--- config.mk ---
export PLATFORM = sky130hd
export DESIGN_NAME = one_wire_temperature_reader
export DESIGN_NICKNAME = d
export VERILOG_FILES = /design/src/sv/owtr_pkg.sv /design/src/sv/owtr_regs.sv /design/src/sv/owtr_core.sv /design/src/sv/one_wire_temperature_reader.sv
export SDC_FILE = /design/constraint.sdc
export NUM_CORES = 1
export LEC_CHECK = 0
export BUFFER_PORTS_ARGS = -buffer_cell sky130_fd_sc_hd__buf_2
export CAP_MARGIN = 20
export CORE_MARGIN = 2
export CORE_UTILIZATION = 49
export DETAILED_ROUTE_END_ITERATION = 7
export PLACE_DENSITY = 0.73
export SLEW_MARGIN = 5
export SYNTH_ARGS = -nofsm -noshare
export SYNTH_HDL_FRONTEND = slang
export SYNTH_SLANG_ARGS = --single-unit
--- constraint.sdc ---
create_clock -name clk -period 19.2 [get_ports clk]
set_input_delay 4.8 -clock clk [delete_from_list [all_inputs] [get_ports clk]]
set_output_delay 4.8 -clock clk [all_outputs]
set_load 0.05 [all_outputs]
--- src/sv/owtr_pkg.sv ---
// shared types, register map and constants for the one-wire temperature reader
package owtr_pkg;

	localparam int CfgAddrWidth = 5;
	localparam int CfgDataWidth = 32;
	localparam int TickWidth    = 20;

	// register indexes, byte address is 4 * index
	typedef logic [2:0] reg_idx_t;
	localparam reg_idx_t REG_RESET_LOW         = 3'd0;
	localparam reg_idx_t REG_PRESENCE_SAMPLE   = 3'd1;
	localparam reg_idx_t REG_PRESENCE_RECOVERY = 3'd2;
	localparam reg_idx_t REG_SHORT_SLOT        = 3'd3;
	localparam reg_idx_t REG_LONG_SLOT         = 3'd4;
	localparam reg_idx_t REG_READ_SAMPLE       = 3'd5;
	localparam reg_idx_t REG_READ_TAIL         = 3'd6;
	localparam reg_idx_t REG_CONVERT_WAIT      = 3'd7;

	// reset values of the timing registers, in microsecond ticks
	localparam logic [15:0] RST_RESET_LOW         = 16'd2000;
	localparam logic [7:0]  RST_PRESENCE_SAMPLE   = 8'd70;
	localparam logic [15:0] RST_PRESENCE_RECOVERY = 16'd500;
	localparam logic [3:0]  RST_SHORT_SLOT        = 4'd5;
	localparam logic [7:0]  RST_LONG_SLOT         = 8'd70;
	localparam logic [3:0]  RST_READ_SAMPLE       = 4'd10;
	localparam logic [7:0]  RST_READ_TAIL         = 8'd60;
	localparam logic [19:0] RST_CONVERT_WAIT      = 20'd1000000;

	// bus command bytes
	localparam logic [7:0] CMD_SKIP_ROM   = 8'hCC;
	localparam logic [7:0] CMD_CONVERT    = 8'h44;
	localparam logic [7:0] CMD_READ_SCRATCH = 8'hBE;

	// steps of the read sequence
	typedef logic [2:0] step_t;
	localparam step_t STEP_RESET1     = 3'd0;
	localparam step_t STEP_SKIP_ROM1  = 3'd0;
	localparam step_t STEP_CONVERT    = 3'd1;
	localparam step_t STEP_CONV_WAIT  = 3'd2;
	localparam step_t STEP_RESET2     = 3'd3;
	localparam step_t STEP_SKIP_ROM2  = 3'd4;
	localparam step_t STEP_READ_CMD   = 3'd5;
	localparam step_t STEP_READ_LO    = 3'd6;
	localparam step_t STEP_READ_HI    = 3'd7;

	localparam logic [2:0] LAST_BIT = 3'd7;

	typedef enum logic [3:0] {
		PH_IDLE,
		PH_R_PRE,
		PH_R_LOW,
		PH_R_WAIT,
		PH_R_REC,
		PH_W_LOW,
		PH_W_REL,
		PH_CONV,
		PH_RD_LOW,
		PH_RD_REL,
		PH_RD_TAIL
	} phase_t;

	typedef struct packed {
		logic [15:0] reset_low;
		logic [7:0]  presence_sample;
		logic [15:0] presence_recovery;
		logic [3:0]  short_slot;
		logic [7:0]  long_slot;
		logic [3:0]  read_sample;
		logic [7:0]  read_tail;
		logic [19:0] convert_wait;
	} cfg_t;

	typedef struct packed {
		logic               drive_low;
		logic               busy;
		logic               done;
		logic               missing;
		logic signed [15:0] temperature;
	} result_t;

	// byte written at each write step of the sequence
	function automatic logic [7:0] op_cmd(input step_t k);
		logic [7:0] c;
		unique case (k)
			STEP_SKIP_ROM1: c = CMD_SKIP_ROM;
			STEP_CONVERT:   c = CMD_CONVERT;
			STEP_SKIP_ROM2: c = CMD_SKIP_ROM;
			STEP_READ_CMD:  c = CMD_READ_SCRATCH;
			default:        c = 8'h00;
		endcase
		return c;
	endfunction

endpackage

--- src/sv/owtr_regs.sv ---
// timing register file behind the apb-style configuration port
module owtr_regs (
	input  logic                                clk,
	input  logic                                arst_n,
	input  logic                                psel,
	input  logic                                penable,
	input  logic                                pwrite,
	input  logic [owtr_pkg::CfgAddrWidth-1:0]   paddr,
	input  logic [owtr_pkg::CfgDataWidth-1:0]   pwdata,
	output logic [owtr_pkg::CfgDataWidth-1:0]   prdata,
	output logic                                pready,
	output owtr_pkg::cfg_t                      cfg
);

	owtr_pkg::cfg_t      cfg_q;
	owtr_pkg::reg_idx_t  idx;
	logic                wr_en;

	assign idx    = paddr[owtr_pkg::CfgAddrWidth-1:2];
	assign wr_en  = psel && penable && pwrite;
	assign pready = 1'b1;
	assign cfg    = cfg_q;

	always_ff @(posedge clk or negedge arst_n) begin
		if (!arst_n) begin
			cfg_q.reset_low         <= owtr_pkg::RST_RESET_LOW;
			cfg_q.presence_sample   <= owtr_pkg::RST_PRESENCE_SAMPLE;
			cfg_q.presence_recovery <= owtr_pkg::RST_PRESENCE_RECOVERY;
			cfg_q.short_slot        <= owtr_pkg::RST_SHORT_SLOT;
			cfg_q.long_slot         <= owtr_pkg::RST_LONG_SLOT;
			cfg_q.read_sample       <= owtr_pkg::RST_READ_SAMPLE;
			cfg_q.read_tail         <= owtr_pkg::RST_READ_TAIL;
			cfg_q.convert_wait      <= owtr_pkg::RST_CONVERT_WAIT;
		end else if (wr_en) begin
			unique case (idx)
				owtr_pkg::REG_RESET_LOW:         cfg_q.reset_low         <= pwdata[15:0];
				owtr_pkg::REG_PRESENCE_SAMPLE:   cfg_q.presence_sample   <= pwdata[7:0];
				owtr_pkg::REG_PRESENCE_RECOVERY: cfg_q.presence_recovery <= pwdata[15:0];
				owtr_pkg::REG_SHORT_SLOT:        cfg_q.short_slot        <= pwdata[3:0];
				owtr_pkg::REG_LONG_SLOT:         cfg_q.long_slot         <= pwdata[7:0];
				owtr_pkg::REG_READ_SAMPLE:       cfg_q.read_sample       <= pwdata[3:0];
				owtr_pkg::REG_READ_TAIL:         cfg_q.read_tail         <= pwdata[7:0];
				owtr_pkg::REG_CONVERT_WAIT:      cfg_q.convert_wait      <= pwdata[19:0];
				default:                         cfg_q.convert_wait      <= cfg_q.convert_wait;
			endcase
		end
	end

	always_comb begin
		unique case (idx)
			owtr_pkg::REG_RESET_LOW:         prdata = 32'(cfg_q.reset_low);
			owtr_pkg::REG_PRESENCE_SAMPLE:   prdata = 32'(cfg_q.presence_sample);
			owtr_pkg::REG_PRESENCE_RECOVERY: prdata = 32'(cfg_q.presence_recovery);
			owtr_pkg::REG_SHORT_SLOT:        prdata = 32'(cfg_q.short_slot);
			owtr_pkg::REG_LONG_SLOT:         prdata = 32'(cfg_q.long_slot);
			owtr_pkg::REG_READ_SAMPLE:       prdata = 32'(cfg_q.read_sample);
			owtr_pkg::REG_READ_TAIL:         prdata = 32'(cfg_q.read_tail);
			owtr_pkg::REG_CONVERT_WAIT:      prdata = 32'(cfg_q.convert_wait);
			default:                         prdata = '0;
		endcase
	end

endmodule

--- src/sv/owtr_core.sv ---
// bus sequencer: phase state and the per-tick next-state logic
module owtr_core (
	input  logic                clk,
	input  logic                arst_n,
	input  owtr_pkg::cfg_t      cfg,
	input  logic                step_en,
	input  logic                start,
	input  logic                line,
	output owtr_pkg::result_t   res
);

	// enough to walk the longest run of zero-length phases after one phase ends
	localparam int SkipMax = 6;

	typedef struct packed {
		owtr_pkg::phase_t                   phase;
		logic [owtr_pkg::TickWidth-1:0]     tick;
		logic [2:0]                         bit_idx;
		owtr_pkg::step_t                    step;
		logic [7:0]                         shift;
		logic [7:0]                         low_byte;
		logic [15:0]                        temp;
		logic                               missing;
		logic                               fin;
	} seq_t;

	typedef struct packed {
		logic rlow;
		logic rec;
		logic short_s;
		logic long_s;
		logic conv;
		logic tail;
	} zero_t;

	function automatic seq_t finish(input seq_t s);
		seq_t r;
		r         = s;
		r.fin     = 1'b1;
		r.step    = owtr_pkg::STEP_RESET1;
		r.bit_idx = '0;
		r.phase   = owtr_pkg::PH_IDLE;
		return r;
	endfunction

	function automatic seq_t start_op(input seq_t s, input owtr_pkg::step_t k);
		seq_t r;
		r         = s;
		r.step    = k;
		r.bit_idx = '0;
		unique case (k)
			owtr_pkg::STEP_CONV_WAIT: r.phase = owtr_pkg::PH_CONV;
			owtr_pkg::STEP_RESET2:    r.phase = owtr_pkg::PH_R_PRE;
			owtr_pkg::STEP_READ_LO, owtr_pkg::STEP_READ_HI: begin
				r.shift = '0;
				r.phase = owtr_pkg::PH_RD_LOW;
			end
			default: begin
				r.shift = owtr_pkg::op_cmd(k);
				r.phase = owtr_pkg::PH_W_LOW;
			end
		endcase
		return r;
	endfunction

	// what happens when a phase ends, line is the level on its last tick
	function automatic seq_t follow(input seq_t s, input logic ln);
		seq_t r;
		r = s;
		unique case (s.phase)
			owtr_pkg::PH_R_PRE: r.phase = owtr_pkg::PH_R_LOW;
			owtr_pkg::PH_R_LOW: r.phase = owtr_pkg::PH_R_WAIT;
			owtr_pkg::PH_R_WAIT: begin
				if (s.step == owtr_pkg::STEP_RESET1)
					r.missing = ln;
				r.phase = owtr_pkg::PH_R_REC;
			end
			owtr_pkg::PH_R_REC: begin
				if (s.step != owtr_pkg::STEP_RESET1)
					r = start_op(s, owtr_pkg::STEP_SKIP_ROM2);
				else if (s.missing)
					r = finish(s);
				else
					r = start_op(s, owtr_pkg::STEP_SKIP_ROM1);
			end
			owtr_pkg::PH_W_LOW: r.phase = owtr_pkg::PH_W_REL;
			owtr_pkg::PH_W_REL: begin
				r.shift = {1'b0, s.shift[7:1]};
				if (s.bit_idx == owtr_pkg::LAST_BIT) begin
					r = start_op(r, s.step + 3'd1);
				end else begin
					r.bit_idx = s.bit_idx + 3'd1;
					r.phase   = owtr_pkg::PH_W_LOW;
				end
			end
			owtr_pkg::PH_CONV:   r = start_op(s, owtr_pkg::STEP_RESET2);
			owtr_pkg::PH_RD_LOW: r.phase = owtr_pkg::PH_RD_REL;
			owtr_pkg::PH_RD_REL: begin
				r.shift = {ln, s.shift[7:1]};
				r.phase = owtr_pkg::PH_RD_TAIL;
			end
			owtr_pkg::PH_RD_TAIL: begin
				if (s.bit_idx != owtr_pkg::LAST_BIT) begin
					r.bit_idx = s.bit_idx + 3'd1;
					r.phase   = owtr_pkg::PH_RD_LOW;
				end else if (s.step == owtr_pkg::STEP_READ_LO) begin
					r.low_byte = s.shift;
					r = start_op(r, owtr_pkg::STEP_READ_HI);
				end else begin
					r.temp = {s.shift, s.low_byte};
					r = finish(r);
				end
			end
			default: r = finish(s);
		endcase
		return r;
	endfunction

	// sampling phases never count as zero length
	function automatic logic dur_zero(input seq_t s, input zero_t z);
		logic d;
		unique case (s.phase)
			owtr_pkg::PH_R_PRE:   d = z.short_s;
			owtr_pkg::PH_R_LOW:   d = z.rlow;
			owtr_pkg::PH_R_REC:   d = z.rec;
			owtr_pkg::PH_W_LOW:   d = s.shift[0] ? z.short_s : z.long_s;
			owtr_pkg::PH_W_REL:   d = s.shift[0] ? z.long_s : z.short_s;
			owtr_pkg::PH_CONV:    d = z.conv;
			owtr_pkg::PH_RD_LOW:  d = z.short_s;
			owtr_pkg::PH_RD_TAIL: d = z.tail;
			default:              d = 1'b0;
		endcase
		return d;
	endfunction

	// with both slot times zero a whole write byte passes in no time
	function automatic seq_t skip(input seq_t s, input zero_t z);
		seq_t r;
		if ((s.phase == owtr_pkg::PH_W_LOW || s.phase == owtr_pkg::PH_W_REL) &&
				z.short_s && z.long_s) begin
			r       = s;
			r.shift = '0;
			r       = start_op(r, s.step + 3'd1);
		end else begin
			r = follow(s, 1'b0);
		end
		return r;
	endfunction

	function automatic logic [owtr_pkg::TickWidth-1:0] duration(input seq_t s,
			input owtr_pkg::cfg_t c);
		logic [owtr_pkg::TickWidth-1:0] d;
		unique case (s.phase)
			owtr_pkg::PH_R_PRE:   d = 20'(c.short_slot);
			owtr_pkg::PH_R_LOW:   d = 20'(c.reset_low);
			owtr_pkg::PH_R_WAIT:
				d = (c.presence_sample == '0) ? 20'd1 : 20'(c.presence_sample);
			owtr_pkg::PH_R_REC:   d = 20'(c.presence_recovery);
			owtr_pkg::PH_W_LOW:
				d = s.shift[0] ? 20'(c.short_slot) : 20'(c.long_slot);
			owtr_pkg::PH_W_REL:
				d = s.shift[0] ? 20'(c.long_slot) : 20'(c.short_slot);
			owtr_pkg::PH_CONV:    d = c.convert_wait;
			owtr_pkg::PH_RD_LOW:  d = 20'(c.short_slot);
			owtr_pkg::PH_RD_REL:
				d = (c.read_sample == '0) ? 20'd1 : 20'(c.read_sample);
			owtr_pkg::PH_RD_TAIL: d = 20'(c.read_tail);
			default:              d = 20'd1;
		endcase
		return d;
	endfunction

	seq_t               seq_q;
	seq_t               cur;
	seq_t               nxt;
	zero_t              zf;
	owtr_pkg::phase_t   head_phase;

	always_comb begin
		zf.rlow    = (cfg.reset_low == '0);
		zf.rec     = (cfg.presence_recovery == '0);
		zf.short_s = (cfg.short_slot == '0);
		zf.long_s  = (cfg.long_slot == '0);
		zf.conv    = (cfg.convert_wait == '0);
		zf.tail    = (cfg.read_tail == '0);
	end

	always_comb begin
		cur     = seq_q;
		cur.fin = 1'b0;
		if (cur.phase == owtr_pkg::PH_IDLE && start) begin
			cur.missing = 1'b0;
			cur.step    = owtr_pkg::STEP_RESET1;
			cur.bit_idx = '0;
			cur.tick    = '0;
			// the pre-release and low part of the reset pulse may be zero length
			if (!zf.short_s)
				cur.phase = owtr_pkg::PH_R_PRE;
			else if (!zf.rlow)
				cur.phase = owtr_pkg::PH_R_LOW;
			else
				cur.phase = owtr_pkg::PH_R_WAIT;
		end
		head_phase = cur.phase;
		nxt        = cur;
		if (cur.phase != owtr_pkg::PH_IDLE) begin
			nxt.tick = cur.tick + 20'd1;
			if (nxt.tick >= duration(cur, cfg)) begin
				nxt = follow(nxt, line);
				for (int i = 0; i < SkipMax; i++) begin
					if (nxt.phase != owtr_pkg::PH_IDLE && dur_zero(nxt, zf))
						nxt = skip(nxt, zf);
				end
				nxt.tick = '0;
			end
		end
	end

	always_comb begin
		res.drive_low   = (head_phase == owtr_pkg::PH_R_LOW) ||
		                  (head_phase == owtr_pkg::PH_W_LOW) ||
		                  (head_phase == owtr_pkg::PH_RD_LOW);
		res.busy        = (head_phase != owtr_pkg::PH_IDLE);
		res.done        = nxt.fin;
		res.missing     = nxt.missing;
		res.temperature = nxt.temp;
	end

	always_ff @(posedge clk or negedge arst_n) begin
		if (!arst_n) begin
			seq_q <= '{phase: owtr_pkg::PH_IDLE, default: '0};
		end else if (step_en) begin
			seq_q <= nxt;
		end
	end

endmodule

--- src/sv/one_wire_temperature_reader.sv ---
// top level of the one-wire temperature reader: tick channel, result channel, config port
//
// channel   handshake                fields
// in        in_valid / in_stall      start_req, line_in
// out       out_valid / out_stall    drive_low, busy_res, done_res, device_missing, temperature
// config    psel/penable/pwrite      paddr, pwdata, prdata, pready
//
// one tick is taken per clock while the result is not stalled; its result then moves into the output register
// a tick sits in the input register while the sequencer computes its result
// reset puts the sequencer idle with the default bus timings and a zero temperature
// a stalled result holds the output register; a new tick is still taken while the
// input register is free, further ticks wait until the result is taken
module one_wire_temperature_reader (
	input  logic                                clk,
	input  logic                                arst_n,
	input  logic                                in_valid,
	output logic                                in_stall,
	input  logic                                start_req,
	input  logic                                line_in,
	output logic                                out_valid,
	input  logic                                out_stall,
	output logic                                drive_low,
	output logic                                busy_res,
	output logic                                done_res,
	output logic                                device_missing,
	output logic signed [15:0]                  temperature,
	input  logic                                psel,
	input  logic                                penable,
	input  logic                                pwrite,
	input  logic [owtr_pkg::CfgAddrWidth-1:0]   paddr,
	input  logic [owtr_pkg::CfgDataWidth-1:0]   pwdata,
	output logic [owtr_pkg::CfgDataWidth-1:0]   prdata,
	output logic                                pready
);

	owtr_pkg::cfg_t     cfg;
	owtr_pkg::result_t  res;
	owtr_pkg::result_t  res_q;
	logic               valid_s1;
	logic               start_s1;
	logic               line_s1;
	logic               out_valid_q;
	logic               adv;
	logic               in_take;

	owtr_regs u_regs (
		.clk     (clk),
		.arst_n  (arst_n),
		.psel    (psel),
		.penable (penable),
		.pwrite  (pwrite),
		.paddr   (paddr),
		.pwdata  (pwdata),
		.prdata  (prdata),
		.pready  (pready),
		.cfg     (cfg)
	);

	owtr_core u_core (
		.clk     (clk),
		.arst_n  (arst_n),
		.cfg     (cfg),
		.step_en (adv),
		.start   (start_s1),
		.line    (line_s1),
		.res     (res)
	);

	// the held tick moves on whenever the output register is free or being emptied
	assign adv      = valid_s1 && (!out_valid_q || !out_stall);
	assign in_stall = valid_s1 && !adv;
	assign in_take  = in_valid && !in_stall;

	always_ff @(posedge clk or negedge arst_n) begin
		if (!arst_n) begin
			valid_s1 <= 1'b0;
		end else if (in_take) begin
			valid_s1 <= 1'b1;
		end else if (adv) begin
			valid_s1 <= 1'b0;
		end
	end

	always_ff @(posedge clk) begin
		if (in_take) begin
			start_s1 <= start_req;
			line_s1  <= line_in;
		end
	end

	always_ff @(posedge clk or negedge arst_n) begin
		if (!arst_n) begin
			out_valid_q <= 1'b0;
		end else if (adv) begin
			out_valid_q <= 1'b1;
		end else if (!out_stall) begin
			out_valid_q <= 1'b0;
		end
	end

	always_ff @(posedge clk) begin
		if (adv)
			res_q <= res;
	end

	assign out_valid      = out_valid_q;
	assign drive_low      = res_q.drive_low;
	assign busy_res       = res_q.busy;
	assign done_res       = res_q.done;
	assign device_missing = res_q.missing;
	assign temperature    = res_q.temperature;

	a_done_in_busy: assert property (@(posedge clk) disable iff (!arst_n)
		out_valid |-> (!done_res || busy_res))
		else $error("done flagged outside a busy tick");

	a_drive_in_busy: assert property (@(posedge clk) disable iff (!arst_n)
		out_valid |-> (!drive_low || busy_res))
		else $error("line driven low while idle");

	a_stall_held: assert property (@(posedge clk) disable iff (!arst_n)
		in_stall |-> (valid_s1 && out_valid_q && out_stall))
		else $error("input stalled with a free pipeline");

	a_adv_result: assert property (@(posedge clk) disable iff (!arst_n)
		adv |=> out_valid)
		else $error("advanced tick produced no result");

endmodule

=== Word level (Yosys, flattened, before mapping) ===
Index checks and enable logic that the tools add are counted.

* Input bits: 46
* Register bits after elaboration: 171
* Logic and storage cells: 559

* Equality and inequality tests: 148
* Multiplexer cells: 236
* Reduce and logical (&&, ||, !) cells: 134
* $lt $le $gt $ge: 1
* Add/subtract/negate cells: 15

{| class="wikitable"
|+ Operators with widths
! cell !! count
|-
| 64-bit 2-to-1 mux || 45
|-
| 26-bit case mux with 5 select lines || 7
|-
| 37-bit 2-to-1 mux || 20
|-
| 24-bit case mux with 3 select lines || 7
|-
| 63-bit 2-to-1 mux || 7
|-
| 4-bit case mux with 10 select lines || 7
|-
| 32-bit case mux with 8 select lines || 1
|-
| 8-bit case mux with 4 select lines || 7
|-
| 20-bit case mux with 9 select lines || 1
|-
| 8-bit case mux with 3 select lines || 7
|-
| 20-bit 2-to-1 mux || 8
|-
| 3-bit == test (second input constant) || 46
|-
| 4-bit by 3-bit == test with 1-bit output (second input constant) || 28
|-
| 8-bit case mux with 2 select lines || 7
|-
| 8-bit 2-to-1 mux || 11
|-
| 4-bit == test (second input constant) || 21
|-
| 4-bit case mux with 3 select lines || 7
|-
| 4-bit 2-to-1 mux || 18
|-
| 4-bit by 2-bit == test with 1-bit output (second input constant) || 14
|-
| 1-bit case mux with 4 select lines || 14
|-
| 2-bit OR reduction || 28
|-
| 26-bit 2-to-1 mux || 2
|-
| 7-bit OR reduction || 7
|-
| 3-bit by 2-bit == test with 1-bit output (second input constant) || 16
|-
| 26 further kinds || 198
|}

=== Logic depth before layout (Yosys ltp) ===
Gate-level depths: netlist of the first run.

* Word-level depth: 84
* Mapped depth: 61
* Gate-level depth less buffers: 54

=== Cells and area by module ===
A second synthesis of the first run with hierarchy kept.

* Cells, all modules: 1981
* Area, all modules: 16881.2 um^2

{| class="wikitable"
|+ By module, submodules not included
! module !! instances !! cells each !! area each (um^2)
|-
| owtr_core || 1 || 1659 || 12101.6
|-
| owtr_regs || 1 || 292 || 4026.4
|-
| one_wire_temperature_reader || 1 || 30 || 753.2
|}

=== Worst setup path before layout of the first run ===
Ideal clock, no wire load.

* Path kind: register -> register
* Start: register u_core.seq_q[60] (netlist name)
* End: register u_core.seq_q[36] (netlist name)
* Path slack: 6.909 ns
* Required time: 19.078 ns
* Cell stages (with the launch flop): 57
* Library setup time: 0.122 ns
* Buffers on the path: 10
* Data arrival time: 12.169 ns
* Path through: dfrtp_1 > buf_2 > buf_2 > or2_2 > clkbuf_1 > nor2_1 > clkbuf_1 > buf_1 > nor2_1 > ha_1 > ha_1 > clkbuf_1 > nand4_1 > nand2_1 > a211oi_1 > inv_1 > ha_1 > clkbuf_1 > [... 21 more ...] > o21ai_1 > nor3_1 > a21o_1 > a21oi_1 > a21oi_1 > o22ai_1 > inv_1 > ha_1 > nand3_1 > and2_1 > and3_1 > a211oi_2 > mux2i_1 > or3_1 > a2111o_1 > a21boi_1 > o211ai_2 > a32o_1

* Cells in the longest elaborated chain, start to end: 73
* Elaborated cells between the ends (all ways): 419
* Those cells by class: add/sub: 14; order compare: 1; eq/ne: 130; mux: 188; reduce/logical: 86

{| class="wikitable"
|+ RTL lines
! what !! line !! RTL
|-
| from (decl) || owtr_core.sv:173 || <nowiki>seq_t seq_q;</nowiki>
|-
| from (signal assigned) || owtr_core.sv:233 || <nowiki>seq_q <= nxt;</nowiki>
|-
| 4-bit zero test || owtr_core.sv:191 || <nowiki>if (cur.phase == owtr_pkg::PH_IDLE && start) begin</nowiki>
|-
| 1-bit logical AND || owtr_core.sv:191 ||
|-
| 30-bit 2-to-1 mux || owtr_core.sv:191 ||
|-
| 3-bit == test || owtr_core.sv:106 || <nowiki>end else if (s.step == owtr_pkg::STEP_READ_LO) begin</nowiki>
|-
| 64-bit 2-to-1 mux || owtr_core.sv:106 ||
|-
| 64-bit 2-to-1 mux || owtr_core.sv:103 || <nowiki>if (s.bit_idx != owtr_pkg::LAST_BIT) begin</nowiki>
|-
| 64-bit 2-to-1 mux || owtr_core.sv:70 || <nowiki>unique case (s.phase)</nowiki>
|-
| 64-bit 2-to-1 mux || owtr_core.sv:208 || <nowiki>if (nxt.tick >= duration(cur, cfg)) begin</nowiki>
|-
| [... 57 more ...] || -- ||
|-
| 2-bit OR reduction (no source line) || -- ||
|-
| 1-bit case mux with 7 select lines || owtr_core.sv:122 || <nowiki>unique case (s.phase)</nowiki>
|-
| 1-bit 2-to-1 mux || owtr_core.sv:208 ||
|-
| 1-bit 2-to-1 mux || owtr_core.sv:206 || <nowiki>if (cur.phase != owtr_pkg::PH_IDLE) begin</nowiki>
|-
| 1-bit logical AND || owtr_core.sv:211 || <nowiki>if (nxt.phase != owtr_pkg::PH_IDLE && dur_zero(nxt, zf))</nowiki>
|-
| 64-bit 2-to-1 mux || owtr_core.sv:211 ||
|-
| 64-bit 2-to-1 mux || owtr_core.sv:208 ||
|-
| 64-bit 2-to-1 mux * || owtr_core.sv:206 ||
|}

Every way passes the cells marked *; elsewhere a longest branch is shown, timed or not. The select of a mux whose other input is x is not followed.
A chain may end at the register's enable or synchronous reset.

=== Worst setup path after layout of the first run ===
* Start: register start_s1
* End: register u_core.seq_q, in the netlist u_core.cur[29]

* Cells in the longest elaborated chain, start to end: 71
* Elaborated cells between the ends (all ways): 440
* Those cells by class: add/sub: 14; order compare: 1; eq/ne: 139; mux: 193; reduce/logical: 93

{| class="wikitable"
|+ RTL lines
! what !! line !! RTL
|-
| from (decl) || one_wire_temperature_reader.sv:40 || <nowiki>logic start_s1;</nowiki>
|-
| from (signal assigned) || one_wire_temperature_reader.sv:86 || <nowiki>start_s1 <= start_req;</nowiki>
|-
| 1-bit logical AND * || owtr_core.sv:191 ||
|-
| 30-bit 2-to-1 mux || owtr_core.sv:191 ||
|-
| 3-bit == test || owtr_core.sv:106 ||
|-
| 64-bit 2-to-1 mux || owtr_core.sv:106 ||
|-
| 64-bit 2-to-1 mux || owtr_core.sv:103 ||
|-
| 64-bit 2-to-1 mux || owtr_core.sv:70 ||
|-
| 64-bit 2-to-1 mux || owtr_core.sv:208 ||
|-
| 64-bit 2-to-1 mux || owtr_core.sv:206 ||
|-
| [... 55 more ...] || -- ||
|-
| 3-bit == test or 3-bit zero test (tied branches) || owtr_pkg.sv:84 || <nowiki>unique case (k)</nowiki>
|-
| 2-bit OR reduction (no source line) || -- ||
|-
| 8-bit case mux with 3 select lines || owtr_pkg.sv:84 ||
|-
| 8-bit case mux with 2 select lines || owtr_core.sv:51 || <nowiki>unique case (k)</nowiki>
|-
| 37-bit 2-to-1 mux || owtr_core.sv:89 || <nowiki>if (s.bit_idx == owtr_pkg::LAST_BIT) begin</nowiki>
|-
| 8-bit case mux with 4 select lines || owtr_core.sv:70 ||
|-
| 64-bit 2-to-1 mux || owtr_core.sv:139 || <nowiki>if ((s.phase == owtr_pkg::PH_W_LOW || s.phase == owtr_pkg::PH_W_REL) &&</nowiki>
|-
| 64-bit 2-to-1 mux || owtr_core.sv:211 ||
|}

Marked as above.

==> results of run 1 <==
-- routing by layer --
layer	part of all wire (%)	vias up	wire, um
li1	-	7731	-
met1	41	8373	23700
met2	45	1055	26300
met3	9.1	188	5310
met4	4.9	0	2860
met5	0	-	0
-- cell families after synthesis --
family                   after synthesis  share of synthesized area [%]
other                                  2                         0.0451
XOR/XNOR                              26                           1.41
AO/OA/AOI/OAI                        712                           31.3
adder cells (fa/ha/maj)               70                           5.26
buffers and inverters                177                           4.69
AND/OR/NAND/NOR                      713                           20.9
flip-flops                           171                           26.6
multiplexers                         145                           9.78
-- Yosys cell counts (11+ instances only) --
library cell / number / area share (%)
or2_2: 20 / 0.75
o211ai_1: 25 / 1.1
a221oi_1: 21 / 1.1
o21a_1: 13 / 0.59
o22a_1: 28 / 1.5
edfxtp_1: 22 / 4.0
o22ai_1: 32 / 1.2
a21oi_1: 143 / 4.3
o41ai_1: 14 / 0.74
o221ai_1: 13 / 0.68
and3_1: 25 / 0.94
inv_1: 48 / 1.1
dfrtp_1: 116 / 17
nand3_1: 56 / 1.7
o21ai_1: 14 / 0.42
a211o_1: 11 / 0.58
ha_1: 70 / 5.3
buf_4: 17 / 0.77
mux2i_1: 29 / 1.7
nor2b_1: 23 / 0.86
a21o_1: 22 / 0.99
dfstp_2: 33 / 5.2
buf_2: 24 / 0.72
o21ai_0: 116 / 3.5
a22oi_1: 20 / 0.90
clkbuf_1: 74 / 1.7
and2_1: 35 / 1.3
nor2_1: 181 / 4.1
a31oi_1: 28 / 1.1
nand4_1: 14 / 0.53
a222oi_1: 12 / 0.72
xnor2_1: 15 / 0.79
nor3_1: 42 / 1.3
mux2_2: 111 / 7.5
o31ai_1: 21 / 0.95
nor4_1: 28 / 1.1
a22o_1: 12 / 0.63
nand2_1: 212 / 4.8
a211oi_1: 20 / 0.90
nand2b_1: 23 / 0.86
-- registers in the layout, indices dropped and copies added (netlist names) --
| signal | count |
|---|---|
| out_valid | 1 |
| drive_low | 1 |
| device_missing | 1 |
| done_res | 1 |
| u_core.cur | 32 |
| valid_s1 | 1 |
| line_s1 | 1 |
| temperature | 16 |
| u_core.seq_q | 31 |
| u_regs.cfg | 84 |
| start_s1 | 1 |
| busy_res | 1 |
-- worst max-delay path, delay by kind of cell, from the launching register on --
family                     cells  cell delay (ps)
AOI/OAI and AO/OA             18             7330
adders and majority gates      3              950
buffers and inverters          4              840
DFF                            1              680
muxes                          4             1480
and+or+nand+nor               15             4740
-- layout make-up --
type | count | area [um^2] | share of cell area, %
sequential | 171 | 4430 | 24.7
inverter | 49 | 184 | 1.03
clock buffer | 19 | 454 | 2.54
timing repair buffer | 104 | 609 | 3.40
tap | 448 | 561 | 3.13
clock inverter | 13 | 150 | 0.839
multi-input combinational | 1679 | 11500 | 64.3
-- path summary, 6_finish.rpt --
check	slack, ps	from	endpoint
max in group asynchronous	13380	arst_n	u_core.seq_q[62]$_DFFE_PN0P_
min in group asynchronous	4380	arst_n	u_regs.cfg[10]$_DFFE_PN0P_
setup reg to reg	3020	start_s1$_DFFE_PP_	u_core.cur[29]$_DFFE_PN0P_
hold reg to reg	490	u_core.cur[13]$_DFFE_PN0P_	u_core.cur[13]$_DFFE_PN0P_
hold / removal	490	u_core.cur[13]$_DFFE_PN0P_	u_core.cur[13]$_DFFE_PN0P_
setup / recovery	3020	start_s1$_DFFE_PP_	u_core.cur[29]$_DFFE_PN0P_
-- through the flow --
step	util, %	hold slack (ps)
global route	53.4	510
floorplan	-	448
global placement	51.5	470
CTS	53.4	493
detailed placement	51.5	475
finish	53.4	494
==> results.tsv, run 1 <==
stage	metric	value	unit
worst_hold_path	Worst Hold Class	reg2reg	
sta	RSZ-0062 raised after global routing	no	
yosys	register bit count reported by yosys	171	
layout	commonest non-fill, non-tap cells in the layout	212 x nand2_1, 179 x nor2_1, 143 x a21oi_1	
die	Core Box Area	33500	um^2
route	DR vias	17300	
global_route	Tot GR Track Use	32.1	%
layout	fill count	3172	
yosys	Post-synth EDFFs	22	
sta	final worst slack	3020	ps
cts	H-Tree Depth	4	
critical_path	Worst Path Arrival	16490	ps
cts	CTS Buffer Depth	2	
worst_hold_path	hold depth	1	
die	io pins	101	
global_route	pin count of the biggest net entering global routing	80	
yosys	sequential area share after synthesis	26.6	%
die	die area	35500	um^2
route	DRC violations left	0	
critical_path	Worst R2R Path Depth	44	
yosys	Synth async-reset ratio	87.1	%
sta	Slew Limit Headroom	26.8	%
yosys	synth unique cells	122	
layout	final instance area	17900	um^2
critical_path	Largest stage delay, worst path	830	ps
sta	max frequency	61.8	MHz
global_route	GR Layer Usage met2	50.1	%
cts	PostCTS Resize Cnt	0	
cts	clk slew on worst S/H paths	70	ps
sta	final setup vio count	0	
layout	P&R area growth vs syn	7.53	%
cts	CTS Buf Count	17	
global_route	gr ovfl total	0	
critical_path	most used cell, CP	nand2_1	
cts	Hold-fix buffers, CTS	0	
route	Via density	6.99	
route	post-route ant nets	0	
sta	Final Hold Fails	0	
critical_path	Worst setup SP type	flop	
yosys	predominant post-synthesis flop cell	dfrtp_1	
critical_path	CP Capture Type	flop	
layout	fin nets	2138	
critical_path	Worst EP required	19510	ps
route	wire per inst	23.4	um
cts	clk_lat worst skew	450	ps
sta	max-slew violations	0	
cts	Post-CTS Setup Inserts	0	
placement	Post-Place Cells	2450	
cts	Root Driver	clkbuf_16	
global_route	GR Util met3	4.49	%
global_route	first-pass GRT wire length	90.9	mm
yosys	Ys Warns	0	
placement	number of port buffers	73	
die	die height	188	um
job	Max-Cap Viols	0	
placement	placed inst area	17300	um^2
global_route	met1 usage	43.6	%
placement	pre-CTS setup slack	3920	ps
global_route	global route hottest layer	met2	
critical_path	Setup CP Type	reg2reg	
cts	CTS sink cnt	171	
critical_path	Max FO, Critical Path	22	
global_route	vias in the first global route	16100	
layout	layout cells sized above 1	18.0	%
route	DRT Wirelength	58.2	mm
critical_path	crit path max-delay cell type	a311oi_2	
sta	total negative slack	0	ps
yosys	Gate Count Post-Synth	2016	
global_route	initial antenna violation count	0	
placement	routability congestion estimate	1.04	
yosys	Post-Syn Area	16600	um^2
layout	Ant. Diodes	0	
layout	commonest non-fill, non-tap cell in the layout	nand2_1	
sta	worst clock skew	16.0	ps
die	row cnt	67	
route	drt first pass iters	8	
die	Starting Density	49.6	%
die	Die W	188	um
route	initial DRC count	2029	
placement	Post-DP HPWL	42.7	mm
cts	TritonCTS clock tree	yes	
status	run status	completed	
sta	Final min period	16180	ps
layout	Non-Filler Instances	2483	
sta	worst-margin pin slew	1090	ps
yosys	Mapped Avg Cell Area	8.26	um^2
sta	Final period util	84.3	%
Power of run 1 is not shown: default switching activity piles up to over one toggle a cycle in this logic, so the estimate is an artifact.
==> inputs of run 2 (changes only) <==
==> constraint.sdc (replaced) <==
create_clock -name clk -period 15.9 [get_ports clk]
set_input_delay 3.975 -clock clk [delete_from_list [all_inputs] [get_ports clk]]
set_output_delay 3.975 -clock clk [all_outputs]
set_load 0.05 [all_outputs]
==> run 2 against run 1 <==
Routed wire length is 0.43% lower. Clock skew down 2.5 ps. Cell count is 0.68% higher. Worst setup slack worse by 1900 ps. Clock-buffer cell count is 1 lower. Via count fell by 0.10%. Maximum frequency increased by 9.3%. Critical path depth increased by 2. Global-route usage grew 0.22 points. Utilization rose by 0.28 points. Critical path type unchanged. Highest routed layer unchanged.
==> results.tsv, run 2 (same netlist as run 1, synthesis figures left out) <==
stage	metric	value	unit	change
layout	commonest non-fill, non-tap cell in the layout	nand2_1		
global_route	pin count of the biggest net entering global routing	84		+5.0%
job	Max-Cap Viols	0		unchanged
critical_path	most used cell, CP	nand2_1		
route	wire per inst	23.2	um	-1.1%
critical_path	Worst Path Arrival	15110	ps	-1380 ps
cts	CTS sink cnt	171		unchanged
die	Core Box Area	33500	um^2	unchanged
placement	pre-CTS setup slack	1750	ps	-2160 ps
layout	P&R area growth vs syn	8.10	%	
layout	max reg flops	84		unchanged
sta	Slew Limit Headroom	27.1	%	+0.33 points
sta	RSZ-0062 raised after global routing	no		
cts	CTS Buf Count	17		unchanged
layout	layout cells sized above 1	18.8	%	+0.74 points
route	initial DRC count	1935		-4.6%
layout	commonest non-fill, non-tap cells in the layout	212 x nand2_1, 179 x nor2_1, 143 x a21oi_1		
sta	max-slew violations	0		unchanged
global_route	gr ovfl total	0		unchanged
sta	final setup vio count	0		unchanged
cts	TritonCTS clock tree	yes		
sta	worst-margin pin slew	1090	ps	-4.15 ps
sta	worst clock skew	13.5	ps	-2.50 ps
critical_path	Worst setup SP type	flop		
critical_path	Setup CP Type	reg2reg		
global_route	Tot GR Track Use	32.3	%	+0.22 points
die	Die W	188	um	unchanged
sta	total negative slack	0	ps	unchanged
global_route	first-pass GRT wire length	92.2	mm	+1.4%
die	row cnt	67		unchanged
cts	Hold-fix buffers, CTS	0		unchanged
global_route	initial antenna violation count	1		+1
global_route	vias in the first global route	16400		+2.3%
critical_path	Largest stage delay, worst path	840	ps	about the same
sta	Final Hold Fails	0		unchanged
route	DR vias	17300		-0.10%
sta	Final min period	14800	ps	-1380 ps
cts	H-Tree Depth	4		unchanged
route	drt first pass iters	6		-2
critical_path	CP Capture Type	flop		
placement	number of port buffers	73		unchanged
cts	PostCTS Resize Cnt	0		unchanged
critical_path	Max FO, Critical Path	18		-18%
status	run status	completed		
route	DRC violations left	0		unchanged
cts	CTS Buffer Depth	2		unchanged
cts	clk slew on worst S/H paths	70	ps	about the same
route	DRT Wirelength	57.9	mm	-0.43%
layout	fin nets	2154		+0.75%
critical_path	crit path max-delay cell type	a311oi_2		
placement	Post-DP HPWL	42.8	mm	+0.22%
placement	routability congestion estimate	1.03		-0.91%
critical_path	Worst EP required	16210	ps	-3300 ps
die	Starting Density	49.6	%	unchanged
cts	Root Driver	clkbuf_16		
sta	max frequency	67.6	MHz	+9.3%
cts	Post-CTS Setup Inserts	0		unchanged
cts	clk_lat worst skew	450	ps	about the same
die	die height	188	um	unchanged
sta	Final period util	93.1	%	+8.8 points
route	post-route ant nets	0		unchanged
route	Via density	6.93		-0.78%
layout	final core occ	53.7	%	+0.28 points
sta	final worst slack	1100	ps	-1920 ps
die	io pins	101		unchanged
die	die area	35500	um^2	unchanged
worst_hold_path	Worst Hold Class	reg2reg		
## run 2: cell count changes in the layout (fill, tap and decap cells not counted), sizes merged
| cell | delta |
|---|---|
| clkinv | +2 |
| clkbuf | -1 |
| inv | +1 |
| buf | +17 |
| bufinv | -2 |
| dlymetal6s2s | -1 |
| diode | +1 |
## run 2: worst paths after layout
kind	startpoint	endpoint	slack [ps]	depth (start not counted)
max	start_s1$_DFFE_PP_	u_core.seq_q[60]$_DFFE_PN0P_	1100	46
min	valid_s1$_DFFE_PN0P_	out_valid$_DFFE_PN0P_	490	1
max reg2reg	start_s1$_DFFE_PP_	u_core.seq_q[60]$_DFFE_PN0P_	1100	46
min reg2reg	valid_s1$_DFFE_PN0P_	out_valid$_DFFE_PN0P_	490	1
max in group asynchronous	arst_n	u_core.seq_q[36]$_DFFE_PN0P_	10940	2
min in group asynchronous	arst_n	u_regs.cfg[10]$_DFFE_PN0P_	3580	1
## run 2: cell type report
cell class / instances / area, um^2
clock inverters: 14 / 143
flip-flops and latches: 171 / 4430
multi-input cells: 1679 / 11500
well taps: 448 / 561
repair buffers: 120 / 724
diodes: 1 / 2.50
inverters: 49 / 184
fillers: 3136 / 15500
clock buffers: 18 / 439
## run 2: routing by layer
layer | track usage (%) | wire [um] | share of wire [%]
met4 | 14.9 | 2820 | 4.9
met2 | 50.7 | 26000 | 45
met3 | 4.94 | 5440 | 9.4
met5 | 0 | 0 | 0
met1 | 43.9 | 23600 | 41
## run 2: worst max-delay path: cells and delay by family, from the launching register on
family,cells,cell delay (ps)
buffers and inverters,4,580
AOI/OAI and AO/OA,24,8230
muxes,2,820
and+or+nand+nor,13,3460
adders and majority gates,3,850
DFF,1,670
## run 2: per-stage QoR
step                      instances  hold WS (ps)  instance area [um^2]
final                          2500           485                 18000
after floorplan                2027           448                 16700
after global placement         2467           469                 17400
after detailed placement       2467           471                 17400
after CTS                      2499           492                 18000
after global routing           2499           517                 18000
Power of run 2 is left out for the same reason.
